<file path="src/design/nrsa_pkg.sv">
`timescale 1ns / 1ps

package nrsa_pkg;

   localparam int COORD_W      = 12;
   localparam int DIM_W        = 13;
   localparam int STRIDE_W     = 14;
   localparam int PROD_W       = COORD_W + DIM_W;
   localparam int LUMA_W       = 25;
   localparam int CHROMA_W     = 24;
   localparam int LUMA_PROD_W  = DIM_W + STRIDE_W;
   localparam int CHROMA_PROD_W = DIM_W - 1 + STRIDE_W;
   localparam int CSR_INDEX_W  = 3;
   localparam int CSR_DATA_W   = 14;

   localparam logic [DIM_W-1:0]    RST_SRC_DIM = DIM_W'(2);
   localparam logic [DIM_W-1:0]    RST_DST_DIM = DIM_W'(1);
   localparam logic [STRIDE_W-1:0] RST_STRIDE  = STRIDE_W'(2);

   typedef enum logic [CSR_INDEX_W-1:0] {
      CSR_SRC_WIDTH     = 3'd0,
      CSR_SRC_HEIGHT    = 3'd1,
      CSR_LUMA_STRIDE   = 3'd2,
      CSR_CHROMA_STRIDE = 3'd3,
      CSR_OUT_WIDTH     = 3'd4,
      CSR_OUT_HEIGHT    = 3'd5
   } csr_index_type;

   typedef struct packed {
      logic [COORD_W-1:0] dst_x;
      logic [COORD_W-1:0] dst_y;
   } req_type;

   typedef struct packed {
      logic [LUMA_W-1:0]   luma_offset;
      logic [CHROMA_W-1:0] chroma_offset;
      logic                out_of_range;
   } rsp_type;

   // limited register values as seen by the datapath
   typedef struct packed {
      logic [DIM_W-1:0]    src_width;
      logic [DIM_W-1:0]    src_height;
      logic [STRIDE_W-1:0] luma_stride;
      logic [STRIDE_W-1:0] chroma_stride;
      logic [DIM_W-1:0]    out_width;
      logic [DIM_W-1:0]    out_height;
   } cfg_type;

   typedef struct packed {
      logic [PROD_W-1:0] rem_row;
      logic [PROD_W-1:0] rem_col;
      logic [DIM_W-1:0]  quo_row;
      logic [DIM_W-1:0]  quo_col;
      logic              oor;
   } div_type;

   typedef struct packed {
      logic [LUMA_PROD_W-1:0]   luma_prod;
      logic [CHROMA_PROD_W-1:0] chroma_prod;
      logic [DIM_W-1:0]         col;
      logic                     oor;
   } mul_type;

endpackage

</file>
<file path="src/design/nrsa_csr.sv">
`timescale 1ns / 1ps

module nrsa_csr #(
   parameter int MAX_DIM    = 4096,
   parameter int MAX_STRIDE = 8192
) (
   input  logic                             clock,
   input  logic                             reset,
   input  logic                             csr_valid,
   output logic                             csr_ready,
   input  logic [nrsa_pkg::CSR_INDEX_W-1:0] csr_index,
   input  logic [nrsa_pkg::CSR_DATA_W-1:0]  csr_wdata,
   output nrsa_pkg::cfg_type                cfg
);
   import nrsa_pkg::*;

   localparam int DIM_MAXV    = (1 << DIM_W) - 1;
   localparam int STRIDE_MAXV = (1 << STRIDE_W) - 1;
   localparam int DIM_LIMIT    = (MAX_DIM > DIM_MAXV) ? DIM_MAXV : MAX_DIM;
   localparam int STRIDE_LIMIT = (MAX_STRIDE > STRIDE_MAXV) ? STRIDE_MAXV : MAX_STRIDE;
   localparam logic [DIM_W-1:0]    DIM_CAP    = DIM_W'(DIM_LIMIT);
   localparam logic [STRIDE_W-1:0] STRIDE_CAP = STRIDE_W'(STRIDE_LIMIT);

   cfg_type             cfg_ff;
   cfg_type             cfg_in;
   logic [DIM_W-1:0]    wr_dim;
   logic [STRIDE_W-1:0] wr_stride;

   assign csr_ready = 1'b1;
   assign cfg       = cfg_ff;

   always_comb begin
      // store values already limited so the datapath sees them directly
      wr_dim    = (csr_wdata[DIM_W-1:0] > DIM_CAP) ? DIM_CAP : csr_wdata[DIM_W-1:0];
      wr_stride = (csr_wdata[STRIDE_W-1:0] > STRIDE_CAP) ? STRIDE_CAP
                                                         : csr_wdata[STRIDE_W-1:0];
      cfg_in    = cfg_ff;
      if (csr_valid) begin
         unique case (csr_index_type'(csr_index))
            CSR_SRC_WIDTH:     cfg_in.src_width     = wr_dim;
            CSR_SRC_HEIGHT:    cfg_in.src_height    = wr_dim;
            CSR_LUMA_STRIDE:   cfg_in.luma_stride   = wr_stride;
            CSR_CHROMA_STRIDE: cfg_in.chroma_stride = wr_stride;
            CSR_OUT_WIDTH:     cfg_in.out_width     = wr_dim;
            CSR_OUT_HEIGHT:    cfg_in.out_height    = wr_dim;
            default:           cfg_in               = cfg_ff;
         endcase
      end
   end

   always_ff @(posedge clock) begin
      if (reset) begin
         cfg_ff.src_width     <= RST_SRC_DIM;
         cfg_ff.src_height    <= RST_SRC_DIM;
         cfg_ff.luma_stride   <= RST_STRIDE;
         cfg_ff.chroma_stride <= RST_STRIDE;
         cfg_ff.out_width     <= RST_DST_DIM;
         cfg_ff.out_height    <= RST_DST_DIM;
      end else begin
         cfg_ff <= cfg_in;
      end
   end

endmodule

</file>
<file path="src/design/nrsa_div_stage.sv">
`timescale 1ns / 1ps

module nrsa_div_stage #(
   parameter int BIT = 0
) (
   input  logic                       clock,
   input  logic                       en,
   input  nrsa_pkg::div_type          cur,
   input  logic [nrsa_pkg::DIM_W-1:0] row_div,
   input  logic [nrsa_pkg::DIM_W-1:0] col_div,
   output nrsa_pkg::div_type          nxt
);
   import nrsa_pkg::*;

   div_type           nxt_ff;
   div_type           nxt_in;
   logic [PROD_W:0]   row_sh;
   logic [PROD_W:0]   col_sh;
   logic [PROD_W:0]   row_diff;
   logic [PROD_W:0]   col_diff;
   logic [DIM_W-1:0]  quo_bit;

   assign nxt = nxt_ff;

   // one restoring step per lane: trial subtract of the divisor at this bit weight
   always_comb begin
      row_sh   = (PROD_W + 1)'(row_div) << BIT;
      col_sh   = (PROD_W + 1)'(col_div) << BIT;
      row_diff = {1'b0, cur.rem_row} - row_sh;
      col_diff = {1'b0, cur.rem_col} - col_sh;
      quo_bit  = DIM_W'(1) << BIT;
      nxt_in   = cur;
      if (!row_diff[PROD_W]) begin
         nxt_in.rem_row = row_diff[PROD_W-1:0];
         nxt_in.quo_row = cur.quo_row | quo_bit;
      end
      if (!col_diff[PROD_W]) begin
         nxt_in.rem_col = col_diff[PROD_W-1:0];
         nxt_in.quo_col = cur.quo_col | quo_bit;
      end
   end

   always_ff @(posedge clock) begin
      if (en) begin
         nxt_ff <= nxt_in;
      end
   end

endmodule

</file>
<file path="src/design/nearest_resize_sample_address.sv">
`timescale 1ns / 1ps

// Nearest-neighbour resize address generator for a semi-planar 4:2:0 source
// with interleaved V,U chroma. Each item is a destination coordinate; each
// result gives the luma byte offset and the V byte offset of the source
// sample (U follows at +1), or zero offsets with out_of_range set when the
// coordinate lies outside the destination size. One item is accepted every
// clock while the skid register is empty. Restoring dividers resolve the QW
// bits (log2 of min(MAX_DIM, 8192) rounded up) of the source row and column,
// one per stage. A skid register on the result side parks a waiting result,
// so the input stays open as it first waits; the pipeline holds while the
// skid register is full. csr_ready is always high; registers are to be
// written only while no item is in flight, which the block does not enforce.
// Values above MAX_DIM (low DIM_W bits) or MAX_STRIDE are limited to them.
module nearest_resize_sample_address #(
   parameter int MAX_DIM    = 4096,
   parameter int MAX_STRIDE = 8192
) (
   input  logic                             clock,
   input  logic                             reset,
   input  logic                             req_valid,
   output logic                             req_ready,
   input  nrsa_pkg::req_type                req_data,
   output logic                             rsp_valid,
   input  logic                             rsp_ready,
   output nrsa_pkg::rsp_type                rsp_data,
   input  logic                             csr_valid,
   output logic                             csr_ready,
   input  logic [nrsa_pkg::CSR_INDEX_W-1:0] csr_index,
   input  logic [nrsa_pkg::CSR_DATA_W-1:0]  csr_wdata
);
   import nrsa_pkg::*;

   localparam int QUO_SPAN = (MAX_DIM > (1 << DIM_W)) ? (1 << DIM_W) : MAX_DIM;
   localparam int QW       = $clog2(QUO_SPAN);
   localparam int NSTAGE   = QW + 3;

   cfg_type             cfg;
   logic                en;
   logic [NSTAGE-1:0]   vld_ff;
   logic [NSTAGE-1:0]   vld_in;
   div_type             div_b_ff;
   div_type             div_b_in;
   div_type             div_pipe [QW+1];
   mul_type             mul_ff;
   mul_type             mul_in;
   rsp_type             out_ff;
   rsp_type             out_in;
   rsp_type             skid_ff;
   logic                skid_vld_ff;
   logic [DIM_W-1:0]    row;
   logic [DIM_W-1:0]    col;

   nrsa_csr #(
      .MAX_DIM    (MAX_DIM),
      .MAX_STRIDE (MAX_STRIDE)
   ) u_csr (
      .clock     (clock),
      .reset     (reset),
      .csr_valid (csr_valid),
      .csr_ready (csr_ready),
      .csr_index (csr_index),
      .csr_wdata (csr_wdata),
      .cfg       (cfg)
   );

   assign en        = !skid_vld_ff;
   assign req_ready = en;
   assign rsp_valid = skid_vld_ff | vld_ff[NSTAGE-1];
   assign rsp_data  = skid_vld_ff ? skid_ff : out_ff;
   assign vld_in    = {vld_ff[NSTAGE-2:0], req_valid};

   // range check and scaling products
   always_comb begin
      div_b_in.rem_row = PROD_W'(req_data.dst_y) * PROD_W'(cfg.src_height);
      div_b_in.rem_col = PROD_W'(req_data.dst_x) * PROD_W'(cfg.src_width);
      div_b_in.quo_row = '0;
      div_b_in.quo_col = '0;
      div_b_in.oor     = (cfg.out_width == '0) || (cfg.out_height == '0)
                         || (DIM_W'(req_data.dst_x) >= cfg.out_width)
                         || (DIM_W'(req_data.dst_y) >= cfg.out_height);
   end

   always_ff @(posedge clock) begin
      if (en) begin
         div_b_ff <= div_b_in;
      end
   end

   assign div_pipe[0] = div_b_ff;

   for (genvar k = 0; k < QW; k++) begin : g_div
      nrsa_div_stage #(
         .BIT (QW - 1 - k)
      ) u_stage (
         .clock   (clock),
         .en      (en),
         .cur     (div_pipe[k]),
         .row_div (cfg.out_height),
         .col_div (cfg.out_width),
         .nxt     (div_pipe[k+1])
      );
   end

   // stride products
   always_comb begin
      row                = div_pipe[QW].quo_row;
      col                = div_pipe[QW].quo_col;
      mul_in.luma_prod   = LUMA_PROD_W'(row) * LUMA_PROD_W'(cfg.luma_stride);
      mul_in.chroma_prod = CHROMA_PROD_W'(row[DIM_W-1:1])
                           * CHROMA_PROD_W'(cfg.chroma_stride);
      mul_in.col         = col;
      mul_in.oor         = div_pipe[QW].oor;
   end

   // final sums; zero the offsets of an out-of-range item
   always_comb begin
      out_in.out_of_range  = mul_ff.oor;
      out_in.luma_offset   = LUMA_W'(mul_ff.luma_prod + LUMA_PROD_W'(mul_ff.col));
      out_in.chroma_offset = CHROMA_W'(mul_ff.chroma_prod
                             + CHROMA_PROD_W'({mul_ff.col[DIM_W-1:1], 1'b0}));
      if (mul_ff.oor) begin
         out_in.luma_offset   = '0;
         out_in.chroma_offset = '0;
      end
   end

   always_ff @(posedge clock) begin
      if (en) begin
         mul_ff  <= mul_in;
         out_ff  <= out_in;
         skid_ff <= out_ff;
      end
   end

   always_ff @(posedge clock) begin
      if (reset) begin
         vld_ff      <= '0;
         skid_vld_ff <= 1'b0;
      end else if (en) begin
         vld_ff      <= vld_in;
         // park the shown item while the pipeline advances under it
         skid_vld_ff <= vld_ff[NSTAGE-1] & !rsp_ready;
      end else if (rsp_ready) begin
         skid_vld_ff <= 1'b0;
      end
   end

endmodule

</file>
<file path="config.mk">
export PLATFORM = sky130hd
export DESIGN_NAME = nearest_resize_sample_address
export DESIGN_NICKNAME = d
export VERILOG_FILES = /design/src/design/nrsa_pkg.sv /design/src/design/nrsa_csr.sv /design/src/design/nrsa_div_stage.sv /design/src/design/nearest_resize_sample_address.sv
export SDC_FILE = /design/constraint.sdc
export NUM_CORES = 2
export LEC_CHECK = 0
export BUFFER_PORTS_ARGS = -buffer_cell sky130_fd_sc_hd__buf_4
export CAP_MARGIN = 20
export CORE_ASPECT_RATIO = 1.75
export CORE_MARGIN = 4
export CORE_UTILIZATION = 30
export CTS_CLUSTER_SIZE = 20
export DETAILED_ROUTE_END_ITERATION = 10
export HOLD_SLACK_MARGIN = 0.06
export PLACE_DENSITY_LB_ADDON = 0.25
export SLEW_MARGIN = 15
export SYNTH_ARGS = -nofsm -noshare
export SYNTH_HDL_FRONTEND = slang
export SYNTH_HIERARCHICAL = 1
export SYNTH_SLANG_ARGS = --single-unit
</file>
<file path="constraint.sdc">
create_clock -name clock -period 26.1 [get_ports clock]
set_input_delay 1.305 -clock clock [delete_from_list [all_inputs] [get_ports clock]]
set_output_delay 1.305 -clock clock [all_outputs]
set_load 0.005 [all_outputs]
</file>
==> metrics.csv <==
stage,metric,value,unit
timing,pin slew with the least headroom to its limit,1.20,ns
routing,Routed Wire Length,217000,um
power_and_ir_drop,power per standard cell area,92.2,mW/mm2
clock_network,sink count of the clock tree,1184,
worst_hold_path,kind of path behind the tightest hold check,flop to flop,
die,# rows,253,
job,max_cap viols,0,
outcome,result of the run,finished clean,
setup_path,type of destination of the critical path,flop,
die,die footprint,0.282,mm2
timing,Pins Over Slew Limit,0,
die,height of the die,699,um
routing,via count normalized by instance count,4.85,
setup_path,data required time at the worst endpoint,26.62,ns
die,die span in x,403,um
layout,filler-free cell count of the finished design,11500,
setup_path,worst-path maximum fanout,28,
layout,flip-flop and latch area,0.0341,mm2
setup_path,crit path DAT,6.89,ns
clock_network,post-cts gate resize count,0,
placed_design,count of buffers from port buffering,97,
setup_path,Setup CP Type,flop to flop,
synthesis,mapped cell area,0.0819,mm2
timing,worst clock skew,0.0709,ns
clock_network,largest buffer count on any clock path,4,
global_routing,first-pass GRT wire length,334000,um
die,total I/O pin count,99,
die,standard cell core area,0.272,mm2
timing,achievable clock frequency,157,MHz
timing,Total Neg Setup Slack,0,ns
timing,normalized max-slew margin,0.197,
timing,Final Cycle Share,0.244,
clock_network,number of hold buffers added after cts,0,
placed_design,dpl ws,19.36,ns
clock_network,clock transition at the register clock pins on the worst setup and hold paths after CTS,0.06,ns
global_routing,number of antenna violations at the first check in global routing,10,
clock_network,CTS tree,done,
clock_network,htree depth,4,
global_routing,residual overflow from global routing,0,
die,Initial Utilization,0.301,
layout,total of fill cells in the finished design,27300,
power_and_ir_drop,Worst IR Drop VDD,49.1,uV
timing,least setup slack across all paths after layout,19.74,ns
synthesis,total of warnings raised by yosys,6,
global_routing,largest net degree at the start of global routing,180,
layout,core utilization of the finished layout,0.336,
power_and_ir_drop,Leakage,36.8,nW
routing,first drt pass iteration count,6,
global_routing,aggregate global-route resource usage,0.152,
routing,number of DRC violations after detailed routing,0,
layout,"Design Area, Final",0.0912,mm2
global_routing,vias in the first global route,58400,
placed_design,DP Wirelength,163000,um
clock_network,post-CTS setup buffers,0,
setup_path,crit path launch type,flop,
routing,Antenna Violating Nets Remaining,0,
timing,unrepaired setup endpoints after global routing,no,
synthesis,Avg Inst Size Synth,10.6,um2
clock_network,number of buffers created by CTS,141,
routing,violation count after the first detailed-routing iteration,2938,
placed_design,Placed Cells,11200,
placed_design,total cell area at the placement stage,0.0866,mm2
placed_design,routability congestion estimate from global placement,0.860,
routing,total via count after detailed routing,55600,
timing,final setup violating endpoints,0,
timing,Hold Fails Final Rpt,0,
layout,share of layout cells above drive strength 1,0.0830,
clock_network,worst-skew pair later-pin latency,0.80,ns
layout,area used by multi-input combinational logic,0.0426,mm2
layout,area added between synthesis and finish,11.4,%
synthesis,Gate Count Post-Synth,7708,
routing,routed length per instance,18.9,um
layout,Final nets,8947,
clock_network,buffer type at the clock tree root,sky130_fd_sc_hd__clkbuf_16,
timing,post-layout min period,6.36,ns
-- stage by stage --
step,power (mW),hold WS [ns]
finish,8.41,0.396
global route,8.99,0.399
CTS,8.52,0.397
detailed placement,6.42,0.405
global placement,6.37,0.400
floorplan,5.54,0.400
-- per-layer routing --
| metal | up-vias | part of all wire | global-route usage |
|---|---|---|---|
| li1 | 26400 | - | - |
| met1 | 27600 | 0.36 | 0.159 |
| met2 | 1134 | 0.55 | 0.296 |
| met3 | 434 | 0.040 | 0.0192 |
| met4 | 4 | 0.052 | 0.0733 |
| met5 | - | 0.00015 | 0 |
-- where the power goes --
group / switching, mW / internal, mW
registers: 0.354 / 2.73
logic: 1.87 / 1.45
clock network: 0.808 / 1.20
total: 3.03 / 5.38
-- registers in the layout, summed over array words and instances (netlist names) --
register and count:
skid_vld_ff 1, skid_ff 50, mul_ff 63, g_div.u_stage/nxt 874, vld_ff 15, u_csr/cfg 80
div_b_ff 51, out_ff 50
-- worst max-delay path: stages, from the launching register on --
cell                       delay [ns]
sky130_fd_sc_hd__edfxtp_1        0.97
sky130_fd_sc_hd__nand2_1         0.17
sky130_fd_sc_hd__fa_1            0.53
sky130_fd_sc_hd__fa_1            0.55
sky130_fd_sc_hd__inv_1           0.06
sky130_fd_sc_hd__fa_1            0.54
sky130_fd_sc_hd__fa_1            0.56
sky130_fd_sc_hd__inv_1           0.05
sky130_fd_sc_hd__fa_1            0.53
sky130_fd_sc_hd__inv_1           0.04
sky130_fd_sc_hd__ha_1            0.36
sky130_fd_sc_hd__a21o_1          0.18
sky130_fd_sc_hd__a21oi_1         0.14
sky130_fd_sc_hd__nor2b_1         0.07
sky130_fd_sc_hd__or3_1           0.30
sky130_fd_sc_hd__a21o_1          0.18
sky130_fd_sc_hd__a221o_1         0.37
sky130_fd_sc_hd__a221oi_1        0.36
sky130_fd_sc_hd__xnor2_1         0.11
-- path summary, 6_finish.rpt --
kind	from	end	slack, ns	cells after the start
worst max-delay path	g_div[11].u_stage/nxt[25]	mul_ff[63]	19.74	18
worst min-delay path	g_div[9].u_stage/nxt[3]	g_div[10].u_stage/nxt[3]	0.40	0
worst max register to register	g_div[11].u_stage/nxt[25]	mul_ff[63]	19.74	18
worst min register to register	g_div[9].u_stage/nxt[3]	g_div[10].u_stage/nxt[3]	0.40	0
-- final cells by class --
cell class	instances	area share
Antenna cell	2	0.0000549
Clock buffer	187	0.0433
Clock inverter	53	0.00716
Inverter	1100	0.0453
Multi-Input combinational cell	5213	0.467
Sequential cell	1184	0.374
Tap cell	3570	0.0490
Timing Repair Buffer	162	0.0142
-- layout by cell type, fill, tap and decap left out, types with 32 or more instances in the layout --
cell	count
sky130_fd_sc_hd__inv_1	1098
sky130_fd_sc_hd__o21a_1	76
sky130_fd_sc_hd__o21ai_0	240
sky130_fd_sc_hd__nor4_1	47
sky130_fd_sc_hd__nand4_1	33
sky130_fd_sc_hd__fa_1	494
sky130_fd_sc_hd__ha_1	605
sky130_fd_sc_hd__nor2b_1	99
sky130_fd_sc_hd__o31ai_1	43
sky130_fd_sc_hd__or3_1	32
sky130_fd_sc_hd__o21ai_1	44
sky130_fd_sc_hd__nor3_1	100
sky130_fd_sc_hd__nor2_1	386
sky130_fd_sc_hd__mux2_2	124
sky130_fd_sc_hd__clkbuf_16	149
sky130_fd_sc_hd__a21oi_1	438
sky130_fd_sc_hd__a31oi_1	32
sky130_fd_sc_hd__edfxtp_1	1038
sky130_fd_sc_hd__xor2_1	161
sky130_fd_sc_hd__mux2i_1	32
sky130_fd_sc_hd__a211oi_1	48
sky130_fd_sc_hd__a21o_1	108
sky130_fd_sc_hd__nand2b_1	82
sky130_fd_sc_hd__dfxtp_1	144
sky130_fd_sc_hd__buf_4	154
sky130_fd_sc_hd__o211ai_1	43
sky130_fd_sc_hd__nand2_1	850
sky130_fd_sc_hd__xnor2_1	237
sky130_fd_sc_hd__and2_1	273
sky130_fd_sc_hd__nand3_1	90
Note: power is estimated with default switching activity, not from simulation.
